### src/sv/sch_pkg.sv
// ============================================================================
// sch_pkg
// Shared constants for the sorted chained hash table: field widths, command
// and status codes, and default sizes.
// ============================================================================
package sch_pkg;

    localparam int KEY_W    = 31;
    localparam int STATUS_W = 2;

    // Defaults for the top-level parameters.
    localparam int DEFAULT_BUCKETS   = 10;
    localparam int DEFAULT_POOL_SIZE = 256;

    // Key bits folded into the bucket remainder per cycle.
    localparam int DIGIT_BITS = 4;

    localparam logic CMD_INSERT = 1'b0;
    localparam logic CMD_SEARCH = 1'b1;

    localparam logic [STATUS_W-1:0] STAT_OK   = 2'd0;
    localparam logic [STATUS_W-1:0] STAT_MISS = 2'd1;
    localparam logic [STATUS_W-1:0] STAT_FULL = 2'd2;

endpackage

### src/sv/sch_bucket.sv
// ============================================================================
// sch_bucket
// Bucket index unit: reduces a key modulo BUCKETS by restoring reduction,
// DIGIT_BITS key bits per cycle, most significant bits first.
// ============================================================================
module sch_bucket
    import sch_pkg::*;
#(
    parameter int BUCKETS = DEFAULT_BUCKETS
) (
    input  logic                       clk,
    input  logic                       rst_n,
    input  logic                       start,
    input  logic [KEY_W-1:0]           key,
    output logic                       done,
    output logic [$clog2(BUCKETS)-1:0] bucket
);

    localparam int BKT_W  = $clog2(BUCKETS);
    localparam int WIDE_W = BKT_W + 1;
    localparam int DIGITS = (KEY_W + DIGIT_BITS - 1) / DIGIT_BITS;
    localparam int MOD_W  = DIGITS * DIGIT_BITS;
    localparam int CNT_W  = $clog2(DIGITS);

    logic [MOD_W-1:0] shift_reg;
    logic [BKT_W-1:0] rem_reg;
    logic [BKT_W-1:0] rem_next;
    logic [CNT_W-1:0] cnt_reg;
    logic             busy_reg;
    logic             done_reg;

    // Each step doubles the remainder, brings in one key bit, and subtracts
    // the bucket count once if the value reached it.
    always_comb
    begin
        logic [WIDE_W-1:0] wide_v;
        logic [BKT_W-1:0]  rem_v;
        rem_v = rem_reg;
        for (int i = 0; i < DIGIT_BITS; i++)
        begin
            wide_v = {rem_v, shift_reg[MOD_W-1-i]};
            if (wide_v >= WIDE_W'(BUCKETS))
            begin
                wide_v = wide_v - WIDE_W'(BUCKETS);
            end
            rem_v = wide_v[BKT_W-1:0];
        end
        rem_next = rem_v;
    end

    always_ff @(posedge clk or negedge rst_n)
    begin
        if (!rst_n)
        begin
            shift_reg <= '0;
            rem_reg   <= '0;
            cnt_reg   <= '0;
            busy_reg  <= 1'b0;
            done_reg  <= 1'b0;
        end
        else if (start)
        begin
            shift_reg <= MOD_W'(key);
            rem_reg   <= '0;
            cnt_reg   <= '0;
            busy_reg  <= 1'b1;
            done_reg  <= 1'b0;
        end
        else if (busy_reg)
        begin
            shift_reg <= shift_reg << DIGIT_BITS;
            rem_reg   <= rem_next;
            cnt_reg   <= cnt_reg + 1'b1;
            if (cnt_reg == CNT_W'(DIGITS - 1))
            begin
                busy_reg <= 1'b0;
                done_reg <= 1'b1;
            end
        end
        else
        begin
            done_reg <= 1'b0;
        end
    end

    assign done   = done_reg;
    assign bucket = rem_reg;

endmodule

### config.mk
export PLATFORM = sky130hd
export DESIGN_NAME = sch_bucket
export DESIGN_NICKNAME = d
export VERILOG_FILES = /design/src/sv/sch_pkg.sv /design/src/sv/sch_bucket.sv
export SDC_FILE = /design/constraint.sdc
export NUM_CORES = 1
export LEC_CHECK = 0
export ABC_AREA = 1
export BUFFER_PORTS_ARGS = -buffer_cell sky130_fd_sc_hd__buf_2
export CAP_MARGIN = 40
export CORE_AREA = 4 4 99 54
export CTS_CLUSTER_SIZE = 16
export DETAILED_ROUTE_END_ITERATION = 7
export DIE_AREA = 0 0 103 58
export PLACE_DENSITY = 0.82
export SLEW_MARGIN = 40
export SYNTH_ARGS = -nofsm -noshare
export SYNTH_HDL_FRONTEND = slang
export SYNTH_SLANG_ARGS = --single-unit
### constraint.sdc
create_clock -name clk -period 5.1 [get_ports clk]
set_input_delay 0 -clock clk [delete_from_list [all_inputs] [get_ports clk]]
set_output_delay 0 -clock clk [all_outputs]
set_load 0.005 [all_outputs]
-- Word level (Yosys, flattened, before mapping)
Index checks and enable logic that the tools add are counted.
- register bits after elaboration: 41
- bits of input ports: 34
- output and inout bits: 5
- logic and storage cells: 33
- add/subtract/negate cells: 5
- magnitude comparators: 4
- equality and inequality tests: 2
- mux-type cells: 16
- reductions and logical operators: 1
- operator list (operator ; count):
    2-to-1 mux 32 bit ; 2
    2-to-1 mux 4 bit ; 6
    >= comparator 5 x 4 -> 1 bit (second input constant) ; 4
    subtractor 4 bit (second input constant) ; 4
    2-to-1 mux 1 bit ; 6
    2-to-1 mux 3 bit ; 2
    adder 3 x 1 -> 3 bit (second input constant) ; 1
    == test 3 bit (second input constant) ; 1
    inequality test 3 x 2 -> 1 bit (second input constant) ; 1
    nonzero test 2 bit ; 1

-- Logic depth before layout (Yosys ltp)
- word-level depth: 10
- mapped depth: 32
- mapped depth without buffers: 32

-- Worst setup path before layout
No wires, ideal clock.
- path kind: register -> register
- start point: register rem_reg[0], in the netlist bucket[0]
- end point: register rem_reg[1], in the netlist bucket[1]
- setup time: 0.117 ns
- data arrival time: 2.960 ns
- data required time: 4.983 ns
- setup slack: 2.022 ns
- stages on the path, launching flop included: 31
- buffers on the path: 0
- period minus slack after synthesis: 3.078 ns
- path through: dfrtp_1 inv_1 ha_1 nor2_2 nor2_4 nand2_2 nand2_1 nand2_2 ha_1 inv_1 nand3_2 nand2_1 clkinv_2 nand2_1 nand2_4 ha_1 inv_1 nand3_2 nand2_2 clkinv_2 nand3_1 nand2_4 ha_1 inv_1 nand3_2 nand2_1 inv_2 nand2_2 nand2_1 nand3_1 nand2_1
- word-level cells in the longest chain between the ends: 10
- elaborated cells on any way between the ends: 14
- classes of those cells: add/sub (4); order compare (4); mux (6)
- ends and longest elaborated chain (item ; RTL line ; source):
    start: declaration ; sch_bucket.sv:26 ; logic [BKT_W-1:0] rem_reg;
    start signal: assignment ; sch_bucket.sv:72 ; rem_reg <= rem_next;
    subtractor 4 bit or >= comparator 5 x 4 -> 1 bit (tied branches) ; sch_bucket.sv:44, sch_bucket.sv:42 ;
    2-to-1 mux 4 bit * ; sch_bucket.sv:42 ; if (wide_v >= WIDE_W'(BUCKETS))
    subtractor 4 bit or >= comparator 5 x 4 -> 1 bit (tied branches) ; sch_bucket.sv:44, sch_bucket.sv:42 ;
    2-to-1 mux 4 bit * ; sch_bucket.sv:42 ;
    >= comparator 5 x 4 -> 1 bit or subtractor 4 bit (tied branches) ; sch_bucket.sv:42, sch_bucket.sv:44 ;
    2-to-1 mux 4 bit * ; sch_bucket.sv:42 ;
    subtractor 4 bit or >= comparator 5 x 4 -> 1 bit (tied branches) ; sch_bucket.sv:44, sch_bucket.sv:42 ;
    2-to-1 mux 4 bit * ; sch_bucket.sv:42 ;
    2-to-1 mux 4 bit * ; sch_bucket.sv:69 ; else if (busy_reg)
    2-to-1 mux 4 bit * ; sch_bucket.sv:61 ; else if (start)
Mark *: on every way between the ends. The rest lies on a longest branch, timed or not. The select of a mux whose other input is x is not followed.
A chain may end at the register's enable or synchronous reset.

-- Worst setup path in the final report
- start point: register rem_reg[0], in the netlist bucket[0]
- end point: register rem_reg[2], in the netlist bucket[2]
Same word-level chain as after synthesis.

==> flow_summary.yaml <==
global_route:
  grt_max_degree: 42
  grt_remaining_overflow: 0
  grt.total_usage_pct: 20.04
  grt_antenna_before_repair: 0
  via_count_of_the_first_global_routing_pass: 2002
  grt_first_pass_wirelength_um: 9328
floorplanning:
  design.die.area_um2: 5974
  placementRows: 17
  design.portCount: 39
  die_height_um: 58
  floorplan.initialDensity_pct: 49.51
  design.core.area_um2: 4382
  fp.dieW_um: 103
clocking:
  cts_root_buf: "sky130_fd_sc_hd__clkbuf_8"
  insertion_delay_ns: 0.30
  cells_resized_by_post_cts_repair: 0
  cts_htree_levels: 2
  cts_tree: "built"
  count_of_buffers_added_by_post_cts_timing_repair_for_setup: 0
  clock_buffer_count_from_cts: 5
  cts.sinks: 41
  cts.clk_slew.worst_paths_ns: 0.08
  cts_max_path_buffers: 2
routing:
  number_of_detailed_route_iterations_in_the_first_pass: 5
  postRouteAntennaNets: 0
  remaining_drc_errors: 0
  route.layer.met1.wl_um: 2086
  detailedRoute.firstIterationViolations: 175
  route.vias.total: 1974
  met2RoutedLength_um: 2926
  drt_wl_total_um: 5453
  drt-vias-per-instance: 5.181
  top_layer_used: "met4"
  met3_length_um: 294
  avgRoutedWirePerCell_um: 14.31
placed_design:
  placement.io_buffers: 38
  gpl_wtd_cong: 0.7152
  placed_cells: 341
  post-dp-hpwl_um: 3322
layout:
  postLayoutCoreUtil_pct: 64.68
  final_cells: 381
  largest_register_ff_count: 32
  area_growth_pct: 30.62
  final_nets: 363
  insertedDiodeCount: 0
  layout_cells_sized_above_1_pct: 23.77
synth:
  post_synth_num_cell_types: 25
  synth-compound-area-share_pct: 12.17
  share_of_synthesized_cell_area_in_full_adder_half_adder_and_majority_cells_pct: 3.460
  synth.mux.area_fraction_pct: 0
  avgSynthCellArea_um2: 8.575
  synth_area_in_xor_xnor_pct: 0
  synth_top_family_by_area: "simple AND/OR/NAND/NOR gates"
  synth_seq_area_share_pct: 47.29
  post-synth-top-area-fraction_pct: 47.29
  dominant_cell_type_by_area_after_synthesis: "sky130_fd_sc_hd__dfrtp_1"
  synth.area.top_cells: "sky130_fd_sc_hd__dfrtp_1 47%, sky130_fd_sc_hd__nand2_1 12%, sky130_fd_sc_hd__inv_1 5.4%"
  post_synth_and_or_nand_nor_area_fraction_pct: 28.37
  syn-num-nets: 293
  synth.yosys.warnings: 0
  syn_inst: 253
  synthesis.area_um2: 2170
  synth_seq_cells: 41
sta:
  final.min_clock_period_ns: 3.461
  rsz0062_at_grt: "no"
  finalSetupViolations: 0
  post-route-period-util_pct: 67.87
  finalClockSkew_ns: 0.009209
  hold_violations: 0
  count_of_final_max_slew_check_failures: 0
  finalSetupTns_ns: 0
  slew-limit-headroom_pct: 55.17
  highest_clock_frequency_the_design_can_meet_mhz: 288.9
  max_slew.worst_pin.slew_ns: 0.6717
worst_setup_path:
  setup.reg_to_reg.worst_slack_ns: 1.64
  crit_path_arrival_time_ns: 3.65
  critPathSlowestCell: "sky130_fd_sc_hd__dfrtp_1"
  crit_path_capture_type: "flip-flop"
  timing.critical_path.mode_cell: "sky130_fd_sc_hd__nand2_1"
  critPathMaxStageDelay_ns: 0.41
  worst-endpoint-required_ns: 5.29
  worst-path-max-fanout: 4
  setup.worst_path.start_class: "flip-flop"
  setup_cp_type: "flip-flop to flip-flop"
  worst_r2r_endpoint: "bucket[2]"
  rr_startpoint: "bucket[0]"
  worst_r2r_path_depth: 30
  worst_setup_path_startpoint: "bucket[0]"
worst_hold_path:
  min_path_type: "input pin to async pin"
power_and_ir_drop:
  p_total_mw: 1.219
  static-leakage-power_nw: 1.405
  power.density_cell_area_nw_per_um2: 430.1
  vdd.ir_drop.worst_mv: 0.1800
flow_run:
  max_cap_violations: 0
outcome:
  status: "completed"
worst max-delay path by stage:
stage                end  slack, ns  depth (start not counted)
2_1_floorplan  bucket[1]       2.02                         30
3_3_place_gp   bucket[1]       1.89                         30
3_5_place_dp   bucket[1]       1.67                         30
4_1_cts        bucket[1]       1.63                         30
5_1_grt        bucket[1]       1.30                         30
6_report       bucket[2]       1.64                         30
metrics by stage:
| step | area, um2 | setup slack, ns | hold slack (ns) |
|---|---|---|---|
| floorplan | 2170 | 2.022 | -0.2956 |
| global placement | 2395 | 1.890 | 0.1588 |
| detailed placement | 2397 | 1.668 | 0.008431 |
| CTS | 2834 | 1.633 | 0.2132 |
| global route | 2834 | 1.295 | 0.2688 |
| finish | 2834 | 1.639 | 0.2162 |
cells by family after synthesis:
| logic type | Yosys count |
|---|---|
| AO/OA/AOI/OAI | 37 |
| adder cells (fa/ha/maj) | 6 |
| buffers and inverters | 45 |
| flip-flops | 41 |
| AND/OR/NAND/NOR | 124 |
routing by layer:
| layer | vias up | GRT usage, % |
|---|---|---|
| li1 | 959 | - |
| met2 | 71 | 36.10 |
| met5 | - | 0 |
| met1 | 930 | 23.64 |
| met4 | 0 | 8.303 |
| met3 | 14 | 3.606 |
area by class of cell:
cell class	count	area [um2]
well taps	57	71.32
inverters	36	137.6
fillers	335	1548
clock inverters	1	30.03
flip-flops and latches	41	1026
repair buffers	72	528.0
clock buffers	7	86.33
multi-input cells	167	954.7
report_power, final:
group	total [mW]	switching [mW]	internal (mW)	leakage, nW
Combinational	0.562	0.351	0.211	0.838
Clock	0.273	0.114	0.160	0.0585
Sequential	0.383	0.0247	0.359	0.508
Yosys cell counts (all sizes together):
master,instances
dfrtp,41
a22o,2
o21ai,10
o22ai,2
o21bai,1
clkbuf,8
nand3,24
o221ai,9
buf,1
o211ai,13
nor2,14
clkinv,3
inv,33
nand2,86
ha,6
cells in the final DEF, fill, tap and decap left out, types with 9 or more instances in the layout:
cell type,n
sky130_fd_sc_hd__o21ai_0,9
sky130_fd_sc_hd__inv_1,31
sky130_fd_sc_hd__o221ai_1,9
sky130_fd_sc_hd__dfrtp_1,41
sky130_fd_sc_hd__nor2_1,10
sky130_fd_sc_hd__o211ai_1,13
sky130_fd_sc_hd__buf_2,37
sky130_fd_sc_hd__dlygate4sd3_1,32
sky130_fd_sc_hd__nand3_1,18
sky130_fd_sc_hd__nand2_2,12
sky130_fd_sc_hd__nand2_1,70
critical path, delay by kind of cell, from the launching register on:
kind                       cells  cell delay [ns]
DFF                            1             0.41
adders and majority gates      4             0.81
buffers and inverters          7             0.60
and+or+nand+nor               19             1.55
repair_timing:
action | CTS | global route
hold buffers | 32 | 0
endpoints found under the setup margin | 0 | 0
endpoints found under the hold margin | 72 | 0
(Power assumes the default switching activity.)
