`config.mk`:
```
export PLATFORM = sky130hd
export DESIGN_NAME = sch_ram
export DESIGN_NICKNAME = d
export VERILOG_FILES = /design/src/sv/sch_ram.sv
export SDC_FILE = /design/constraint.sdc
export NUM_CORES = 1
export LEC_CHECK = 0
export BUFFER_PORTS_ARGS = -buffer_cell sky130_fd_sc_hd__buf_2
export CAP_MARGIN = 15
export CORE_MARGIN = 3
export CORE_UTILIZATION = 35
export CTS_CLUSTER_SIZE = 20
export DETAILED_ROUTE_END_ITERATION = 8
export GPL_TIMING_DRIVEN = 1
export PLACE_DENSITY = 0.62
export SLEW_MARGIN = 10
export SYNTH_ARGS = -nofsm -noshare
export SYNTH_HDL_FRONTEND = slang
export SYNTH_SLANG_ARGS = --single-unit
```
`constraint.sdc`:
```
create_clock -name clk -period 2.1 [get_ports clk]
set_input_delay 0.105 -clock clk [delete_from_list [all_inputs] [get_ports clk]]
set_output_delay 0.105 -clock clk [all_outputs]
set_load 0.05 [all_outputs]
```
`src/sv/sch_ram.sv`:
```
// ============================================================================
// sch_ram
// Generic simple dual-port RAM: one write port, one read port, read data
// registered.
// ============================================================================
module sch_ram #(
    parameter int WIDTH = 8,
    parameter int DEPTH = 16
) (
    input  logic                     clk,
    input  logic                     we,
    input  logic [$clog2(DEPTH)-1:0] waddr,
    input  logic [WIDTH-1:0]         wdata,
    input  logic [$clog2(DEPTH)-1:0] raddr,
    output logic [WIDTH-1:0]         rdata
);

    logic [WIDTH-1:0] mem [DEPTH];

    always_ff @(posedge clk)
    begin
        if (we)
        begin
            mem[waddr] <= wdata;
        end
        rdata <= mem[raddr];
    end

endmodule

```
[After elaboration in Yosys (flattened, before gate mapping)]
Memories as Yosys holds them, arrays and structs flattened. A register that Yosys moved wholly into a read port is not among the register bits.
Cells that the tools add are included.
Cells by class
  mux-type cells: 2
Operator list (number)
  $mux W1: 2
Storage, ports and cells
  bits in registers: 0
  bits in writable memories: 128
  logic and storage cells: 3
  input bits: 18
  memories: 1
Memories
  mem: depth 16, bits a word 8, read ports 1, clocked after Yosys merged registers in 1, wr ports 1, RTL line 18  | logic [WIDTH-1:0] mem [DEPTH];

[Logic depth before layout (Yosys ltp)]
Gate-level depths: netlist (run 1).
  depth after elaboration: 2
  mapped depth: 5
  gate-level depth less buffers: 3

[Least setup slack after synthesis (run 1)]
Ideal clock, no wire load.
  path kind: in2reg
  start point: in waddr[2]
  end point: mem mem[0][0] (enable)
  library setup time: 0.383 ns
  required time: 1.717 ns
  stages: 2
  slack: 0.502 ns
  arrival time: 1.215 ns
  path buffers: 0
  cell sequence: or3b_2 > nor3_1
RTL lines
  from (decl): RTL line 12  | input logic [$clog2(DEPTH)-1:0] waddr,
  to (decl): RTL line 18
Straight into the memory's write port.

==> flow_metrics.tcl, run 1 <==
set metrics [dict create \
    status "completed" \
    syn_area_um2 5150 \
    vdd_drop_max_mv 0.554 \
    net_sw_share_pct 20.2 \
    post_route_met1_wirelength_um 4410 \
    top_signal_layer_used "met5" \
    setup-violations-final 0 \
    net_count_after_synthesis 247 \
    postLayoutCellArea_um2 6080 \
    static-leakage-power_nw 2.05 \
    timing.max_cap.violations 0 \
    globalRouteOverflowTotal 0 \
    synth.mux.area_fraction_pct 15.0 \
    detail-route-antenna-nets 0 \
    totalPowerFinal_mw 5.95 \
    power_frac_clock_pct 43.0 \
    max_slew.worst_pin.slew_ns 0.717 \
    critPathArrivalTime_ns 1.60 \
    cp-end-kind "register" \
    grt_start_max_net_pins 30 \
    setup.worst_path.start_class "register" \
    number_of_buffers_inserted_for_hold_repair_after_clock_tree_synthesis 0 \
    worst_clock_skew_ns 0.00590 \
    synth_warnings 0 \
    die_h_um 127 \
    place_inst 443 \
    grt_setup_unrepaired "false" \
    area_fraction_in_compound_gates_after_synthesis_pct 2.33 \
    place_congestion 0.723 \
    asyncSetResetFlopFracSynth_pct 0 \
    synth.yosys.seq_area_share_pct 77.8 \
    clock_tree_from_tritoncts "done" \
    cts_buffer_count 17 \
    clock_edge_transition_at_the_registers_on_the_reported_setup_and_hold_paths_ns 0.05 \
    clock_sinks 136 \
    synth_xor_xnor_area_share_pct 0 \
    yosysTopAreaCell "edfxtp_1" \
    totalNegativeSetupSlack_ns 0 \
    synth_top_area_share_pct 74.7 \
    fin_crit_ns 1.31 \
    synth_simple_gate_area_share_pct 3.18 \
    register_bit_count_reported_by_yosys 136 \
    final_core_util_pct 43.0 \
    placed_cell_area_um2 5580 \
    cts.repair.resized 0 \
    detailedPlacementHpwl_um 6250 \
    synth.most_common_cell "edfxtp_1" \
    core.rowCount 43 \
    layoutNonFillerInstCount 473 \
    num-fill-cells 1231 \
    critical-path-max-stage-delay_ns 0.49 \
    wl_met3_um 480 \
    vias_per_cell 5.08 \
    max_clock_freq_ghz 0.762 \
    critical_path_peak_fanout 1 \
    combinationalPowerShare_pct 5.6 \
    cell_types_occupying_the_most_area_after_synthesis "edfxtp_1 75%, mux4_2 7.9%, mux4_1 7.1%, dfxtp_1 3.1%, a22oi_1 2.3%" \
    drtIter0Drc 227 \
    grt_first_pass_wirelength_um 14900 \
    final-max-slew-violation-count 0 \
    post_synthesis_adder_cell_area_fraction_pct 0 \
    largest_family_of_logic_cells_by_synthesized_area "multiplexers" \
    cts_max_path_buffers 2 \
    holdCritPathClass "input pin to register" \
    final_min_period_over_clock_period_pct 62.5 \
    worstSetupPathType "register to register" \
    power_report.internal_total_mw 4.75 \
    wl_per_cell_um 20.4 \
    power.density_nw_per_um2 979 \
    layout.nets 300 \
    finalWirelength_um 9650 \
    post_route_cells_drive_above_1_share_pct 28.3 \
    post_synth_edffs 128 \
    slew_headroom_pct 52.1 \
    io_buffers 25 \
    clock_tree.htree_level_count 4 \
    n_antenna_cell 0 \
    netlist_top_cells_count "128 x edfxtp_1, 18 x mux4_2, 16 x a22oi_1, 14 x mux4_1, 13 x nor2_1" \
    clock-root-buffer "clkbuf_16" \
    dieArea_um2 16200 \
    routed-wl-met2_um 4650 \
    critPathRequiredTime_ns 2.38 \
    worst_path_cell_with_the_longest_stage_delay "mux4_2" \
    antenna_found_initial 1 \
    initial_core_util_pct 36.4 \
    coreArea_um2 14100 \
    pwr-share-seq_pct 51.4 \
    postSynthCellCount 229 \
    finalHoldViolCount 0 \
    layout-area-overhead-vs-synth_pct 18.2 \
    initial_drt_pass_iterations 4 \
    via_count 2404 \
    drc 0 \
    crit_buf_inv 0 \
    ys_types 19 \
    power.net_switching_mw 1.20 \
    synth_top_flop_cell "edfxtp_1" \
    clock_insertion_delay_worst_skew_ns 0.41 \
    setup_fix_buffers_added_after_clock_tree_synthesis 0 \
    critical_path_cell_sequence "mux4_2 -> a22oi_1 -> nand2_1" \
    io-pin-count 26 \
    grt_usage_pct 12.8 \
    synth_area_per_cell_um2 22.5 \
    cpLargestDelayFamily "multiplexers" \
    die_width_um 127 \
    first_global_vias 2521 \
]
## sequential cells by signal (all words and copies together), names as in the netlist
| name | cells |
|---|---|
| rdata | 8 |
| mem | 128 |
## metrics by stage
step           hold WS [ns]  setup WS (ns)
3_3_place_gp          0.492          0.457
3_5_place_dp          0.500          0.463
6_report             0.0798          0.787
5_1_grt              0.0767          0.721
2_1_floorplan         0.204          0.502
4_1_cts              0.0648          0.762
## power groups by stage
stage,Clock (mW),Sequential [mW],Combinational [mW]
after floorplan,0,3.17,0.154
after global placement,0,3.11,0.334
after detailed placement,0,3.11,0.341
after CTS,2.61,3.06,0.342
after global routing,2.74,3.06,0.362
final,2.56,3.06,0.333
## cells in the final DEF, fill, tap and decap left out, types with 6 or more instances in the layout
cell type,netlist,final
edfxtp_1,128,128
clkbuf_16,0,17
buf_2,3,25
a22oi_1,16,16
clkbuf_1,0,6
buf_4,1,17
dfxtp_1,8,8
nand2_1,9,9
mux4_1,14,14
nor2_1,13,13
mux4_2,18,18
## final cells by class
| class | instances | area [um2] | share of cell area [%] |
|---|---|---|---|
| tap | 180 | 225 | 3.70 |
| clock buffer | 23 | 448 | 7.36 |
| sequential | 136 | 4000 | 65.8 |
| clock inverter | 7 | 55.1 | 0.905 |
| multi-input combinational | 83 | 1060 | 17.4 |
| timing repair buffer | 44 | 293 | 4.81 |
## worst paths after layout
check              from         end  slack [ns]  cells after the start
max          mem[11][0]    rdata[0]        0.79                      3
min            wdata[2]  mem[15][2]        0.08                      1
max reg2reg  mem[11][0]    rdata[0]        0.79                      3
min reg2reg   mem[4][3]    rdata[3]        0.67                      3
## logic make-up after synthesis
family / Yosys count
DFF: 136
buffers and inverters: 10
muxes: 32
and+or+nand+nor: 35
AOI/OAI and AO/OA: 16
## routing by layer
layer  vias up  global-route usage [%]
met5         -                       0
met4         2                    4.54
met3        11                    4.35
met2        64                    18.6
met1      1253                    18.1
li1       1074                       -
Note: power is estimated with default switching activity, not from simulation.
==> inputs of run 2 (changes only) <==
- clock period: 2.1 -> 1.3 ns (I/O delays scaled with it)
==> run 2 against run 1 <==
Net effect: via count about the same; clock skew up 0.00073 ns; critical path depth unchanged; sequential power up 61%; total power up 63%; non-clock buffer count up 7; sequential cell count unchanged.
==> flow_metrics.tcl, run 2 (same netlist as run 1, synthesis figures left out) <==
set metrics [dict create \
    finalWirelength_um 9650 \
    totalNegativeSetupSlack_ns 0 \
    setup.worst_path.start_class "register" \
    clock_tree_from_tritoncts "done" \
    final_min_period_over_clock_period_pct 96.4 \
    clock-root-buffer "clkbuf_16" \
    vdd_drop_max_mv 1.00 \
    slew_headroom_pct 39.7 \
    via_count 2405 \
    wl_per_cell_um 20.1 \
    top_signal_layer_used "met4" \
    regMostFlops "mem" \
    antenna_found_initial 0 \
    io_buffers 25 \
    largest_registers_in_the_final_layout "mem x128, rdata x8" \
    drtIter0Drc 234 \
    max_slew.worst_pin.slew_ns 0.901 \
    cp-end-kind "register" \
    grt_start_max_net_pins 27 \
    clock_sinks 136 \
    number_of_buffers_inserted_for_hold_repair_after_clock_tree_synthesis 0 \
    drc 0 \
    cts_max_path_buffers 2 \
    layout.nets 307 \
    critPathRequiredTime_ns 1.59 \
    clock_edge_transition_at_the_registers_on_the_reported_setup_and_hold_paths_ns 0.05 \
    power.density_nw_per_um2 1570 \
    clock_insertion_delay_worst_skew_ns 0.41 \
    clock_tree.htree_level_count 4 \
    coreArea_um2 14100 \
    worstSetupPathType "register to register" \
    status "completed" \
    cpLargestDelayFamily "multiplexers" \
    critical-path-max-stage-delay_ns 0.49 \
    vias_per_cell 5.00 \
    post_route_met1_wirelength_um 4070 \
    globalRouteOverflowTotal 0 \
    max_clock_freq_ghz 0.798 \
    initial_drt_pass_iterations 4 \
    die_width_um 127 \
    first_global_vias 2643 \
    crit_buf_inv 0 \
    finalHoldViolCount 0 \
    num-fill-cells 1207 \
    post_route_cells_drive_above_1_share_pct 37.2 \
    setup-violations-final 0 \
    grt_setup_unrepaired "true" \
    critPathArrivalTime_ns 1.54 \
    most-common-layout-cells "128 x edfxtp_1, 25 x mux4_2, 25 x buf_2" \
    fin_crit_ns 1.25 \
    critical_path_peak_fanout 1 \
    worst_clock_skew_ns 0.00662 \
    worst_path_cell_with_the_longest_stage_delay "mux4_1" \
    static-leakage-power_nw 2.08 \
    die_h_um 127 \
    detailedPlacementHpwl_um 6310 \
    totalPowerFinal_mw 9.71 \
    holdCritPathClass "input pin to register" \
    final-max-slew-violation-count 0 \
    io-pin-count 26 \
    grt_usage_pct 12.6 \
    initial_core_util_pct 36.4 \
    critical_path_cell_sequence "mux4_1 -> a22oi_1 -> nand2_1" \
    final_core_util_pct 43.8 \
    layout-area-overhead-vs-synth_pct 20.3 \
    grt_first_pass_wirelength_um 14700 \
    place_congestion 0.716 \
    wl_met3_um 806 \
    detail-route-antenna-nets 0 \
    mostFrequentLayoutCell "edfxtp_1" \
    dieArea_um2 16200 \
    cts_buffer_count 17 \
    routed-wl-met2_um 4690 \
    setup_fix_buffers_added_after_clock_tree_synthesis 0 \
    timing.max_cap.violations 0 \
    largest_register_ffs 128 \
    core.rowCount 43 \
    n_antenna_cell 0 \
]
[run 2: cell types whose count changed in the layout (fill, tap and decap cells not counted), moves of 2 or more]
cell / previous run / this run
buf_4: 17 / 23
mux4_1: 14 / 7
mux4_2: 18 / 25
clkbuf_8: 0 / 4
a22oi_1: 16 / 6
clkinv_1: 4 / 2
a22oi_2: 0 / 10
[run 2: final cells by class]
class	count	area [um2]	area share [%]
Tap cell	180	225	3.64
Timing Repair Buffer	51	358	5.78
Multi-Input combinational cell	83	1090	17.5
Clock buffer	26	499	8.06
Clock inverter	5	22.5	0.364
Sequential cell	136	4000	64.6
[run 2: worst paths after layout]
check	start	to	slack (ns)	cells after the start
min	wdata[7]	mem[12][7]	0.04	1
max reg2reg	mem[8][4]	rdata[4]	0.05	3
min reg2reg	mem[15][7]	rdata[7]	0.66	3
max	mem[8][4]	rdata[4]	0.05	3
[run 2: where the power goes]
group	leakage, nW	switching [mW]	total, mW	internal [mW]
logic	0.595	0.359	0.585	0.226
clock network	0.259	1.58	4.19	2.60
registers	1.22	0.0310	4.94	4.91
total	2.08	1.97	9.71	7.74
[run 2: worst reg2reg max path: cells and delay by family, from the launching register on]
| kind | cells | cell delay [ns] |
|---|---|---|
| muxes | 1 | 0.49 |
| AOI/OAI and AO/OA | 1 | 0.19 |
| and+or+nand+nor | 1 | 0.09 |
| DFF | 1 | 0.37 |
[run 2: repair_timing]
item,in CTS,in global routing
resized for setup,4,13
endpoints found under the setup margin,4,7
pin swaps,0,4
[run 2: through the flow]
stage          instance area (um2)  cells  worst slack [ns]  hold WS [ns]
6_report                      6190    481            0.0473        0.0368
5_1_grt                       6190    481           -0.0209        0.0363
4_1_cts                       6190    481           0.00544        0.0250
3_5_place_dp                  5650    450            -0.164         0.457
3_3_place_gp                  5650    450            -0.139         0.451
2_1_floorplan                 5150    229           -0.0311         0.164
[run 2: layer usage]
metal  track usage, %  vias to the layer above
met4             4.73                        0
met3             4.22                        7
li1                 -                     1083
met2             19.7                       82
met5                0                        -
met1             16.5                     1233
==> inputs of run 3 (changes only) <==
- HOLD_SLACK_MARGIN: not set -> 0.05
==> run 3 against run 2 <==
Net effect: clock power hardly changed; worst hold slack improved by 0.18 ns; critical path depth did not move; largest cell class unchanged; sequential share of layout area down 0.82 points; highest routed layer unchanged; first-iteration DRC count grew 26%; maximum frequency shrank 0.14%; sequential power is essentially flat; core utilization grew 0.57 points; sequential cell count unchanged; combinational power is 3% higher.
==> flow_metrics.tcl, run 3 (same netlist as run 1, synthesis figures left out) <==
set metrics [dict create \
    grt_start_max_net_pins 27 \
    crit_buf_inv 0 \
    globalRouteOverflowTotal 0 \
    max_slew.worst_pin.slew_ns 0.916 \
    net_sw_share_pct 20.4 \
    initial_core_util_pct 36.4 \
    die_width_um 127 \
    totalNegativeSetupSlack_ns 0 \
    cts_max_path_buffers 2 \
    mostFrequentLayoutCell "edfxtp_1" \
    critical_path_peak_fanout 1 \
    critical_path_cell_sequence "mux4_1 -> a22oi_1 -> nand2_1" \
    die_h_um 127 \
    fin_crit_ns 1.25 \
    critPathRequiredTime_ns 1.59 \
    power_frac_clock_pct 43.1 \
    coreArea_um2 14100 \
    final-max-slew-violation-count 0 \
    num-fill-cells 1199 \
    dp_slack_ns -0.164 \
    post_route_cells_drive_above_1_share_pct 36.2 \
    dieArea_um2 16200 \
    power.net_switching_mw 1.99 \
    worst_clock_skew_ns 0.00507 \
    initial_drt_pass_iterations 4 \
    cpLargestDelayFamily "multiplexers" \
    detail-route-antenna-nets 0 \
    core.rowCount 43 \
    clock_sinks 136 \
    clock_tree.htree_level_count 4 \
    via_count 2439 \
    clock-root-buffer "clkbuf_16" \
    vdd_drop_max_mv 1.02 \
    clock_insertion_delay_worst_skew_ns 0.40 \
    setup.worst_path.start_class "register" \
    clock_tree_from_tritoncts "done" \
    cp-end-kind "register" \
    slew_headroom_pct 38.7 \
    n_antenna_cell 0 \
    status "completed" \
    finalWirelength_um 9710 \
    largest_registers_in_the_final_layout "mem x128, rdata x8" \
    max_clock_freq_ghz 0.797 \
    holdCritPathClass "input pin to register" \
    static-leakage-power_nw 2.11 \
    io-pin-count 26 \
    timing.max_cap.violations 0 \
    first_global_vias 2660 \
    setup-violations-final 0 \
    io_buffers 25 \
    wl_per_cell_um 19.9 \
    largest_register_ffs 128 \
    worst_path_cell_with_the_longest_stage_delay "mux4_1" \
    finalHoldViolCount 0 \
    place_congestion 0.716 \
    grt_usage_pct 12.7 \
    layout-area-overhead-vs-synth_pct 21.9 \
    power.density_nw_per_um2 1550 \
    grt_setup_unrepaired "true" \
    worstSetupPathType "register to register" \
    drc 0 \
    drtIter0Drc 294 \
    grt_first_pass_wirelength_um 14800 \
    combinationalPowerShare_pct 6.2 \
    cts_buffer_count 17 \
    antenna_found_initial 0 \
    power_report.internal_total_mw 7.75 \
    layout.nets 315 \
    critical-path-max-stage-delay_ns 0.49 \
    most-common-layout-cells "128 x edfxtp_1, 25 x mux4_2, 25 x buf_2" \
    critPathArrivalTime_ns 1.54 \
    detailedPlacementHpwl_um 6310 \
    clock_edge_transition_at_the_registers_on_the_reported_setup_and_hold_paths_ns 0.05 \
    regMostFlops "mem" \
    finalWorstSetupSlack_ns 0.0456 \
    vias_per_cell 4.99 \
    pwr-share-seq_pct 50.7 \
    final_min_period_over_clock_period_pct 96.5 \
]
-- run 3: cell count changes in the layout (fill, tap and decap cells not counted) --
cell	previous run	this run
dlygate4sd3_1	0	8
-- run 3: worst paths after layout --
kind	start	to	slack (ns)	cells past startpoint
max	mem[8][4]	rdata[4]	0.05	3
min	waddr[0]	mem[0][1]	0.22	3
max reg2reg	mem[8][4]	rdata[4]	0.05	3
min reg2reg	mem[15][7]	rdata[7]	0.66	3
-- run 3: layout make-up --
class / instances / area, um2 / area share (%)
clock buffers: 26 / 499 / 7.96
clock inverters: 5 / 22.5 / 0.359
repair buffers: 59 / 438 / 6.98
well taps: 180 / 225 / 3.59
multi-input cells: 83 / 1090 / 17.3
flip-flops and latches: 136 / 4000 / 63.8
-- run 3: per-layer routing --
layer,global-route usage [%],wire length (um)
met1,16.7,4420
met2,19.9,4740
met3,3.93,438
met4,4.73,110
met5,0,0
-- run 3: metrics by stage --
stage | hold WS [ns] | utilization (%) | std cells | cell area (um2) | total power, mW
finish | 0.218 | 44.3 | 489 | 6270 | 9.74
floorplan | 0.164 | - | 229 | 5150 | 5.37
global placement | 0.451 | 39.9 | 450 | 5650 | 5.58
CTS | 0.208 | 44.3 | 489 | 6270 | 9.82
global route | 0.239 | 44.3 | 489 | 6270 | 10.1
detailed placement | 0.457 | 39.9 | 450 | 5650 | 5.60
-- run 3: power groups by stage --
stage / clock, mW / combinational [mW] / sequential [mW]
2_1_floorplan: 0 / 0.249 / 5.12
3_3_place_gp: 0 / 0.560 / 5.02
3_5_place_dp: 0 / 0.572 / 5.03
4_1_cts: 4.28 / 0.600 / 4.94
5_1_grt: 4.46 / 0.653 / 4.94
6_report: 4.20 / 0.604 / 4.94
-- run 3: what timing repair did --
| item | in CTS | in global routing |
|---|---|---|
| setup buffers | 0 | 0 |
| setup endpoints to repair | 4 | 7 |
| hold buffers | 8 | 0 |
| resized for setup | 4 | 13 |
| endpoints found under the hold margin | 109 | 0 |
| pin swaps | 0 | 4 |
-- run 3: worst reg2reg max path, stage by stage (launching register included) --
cell	delay (ns)
edfxtp_1	0.37
mux4_1	0.49
a22oi_1	0.19
nand2_1	0.09
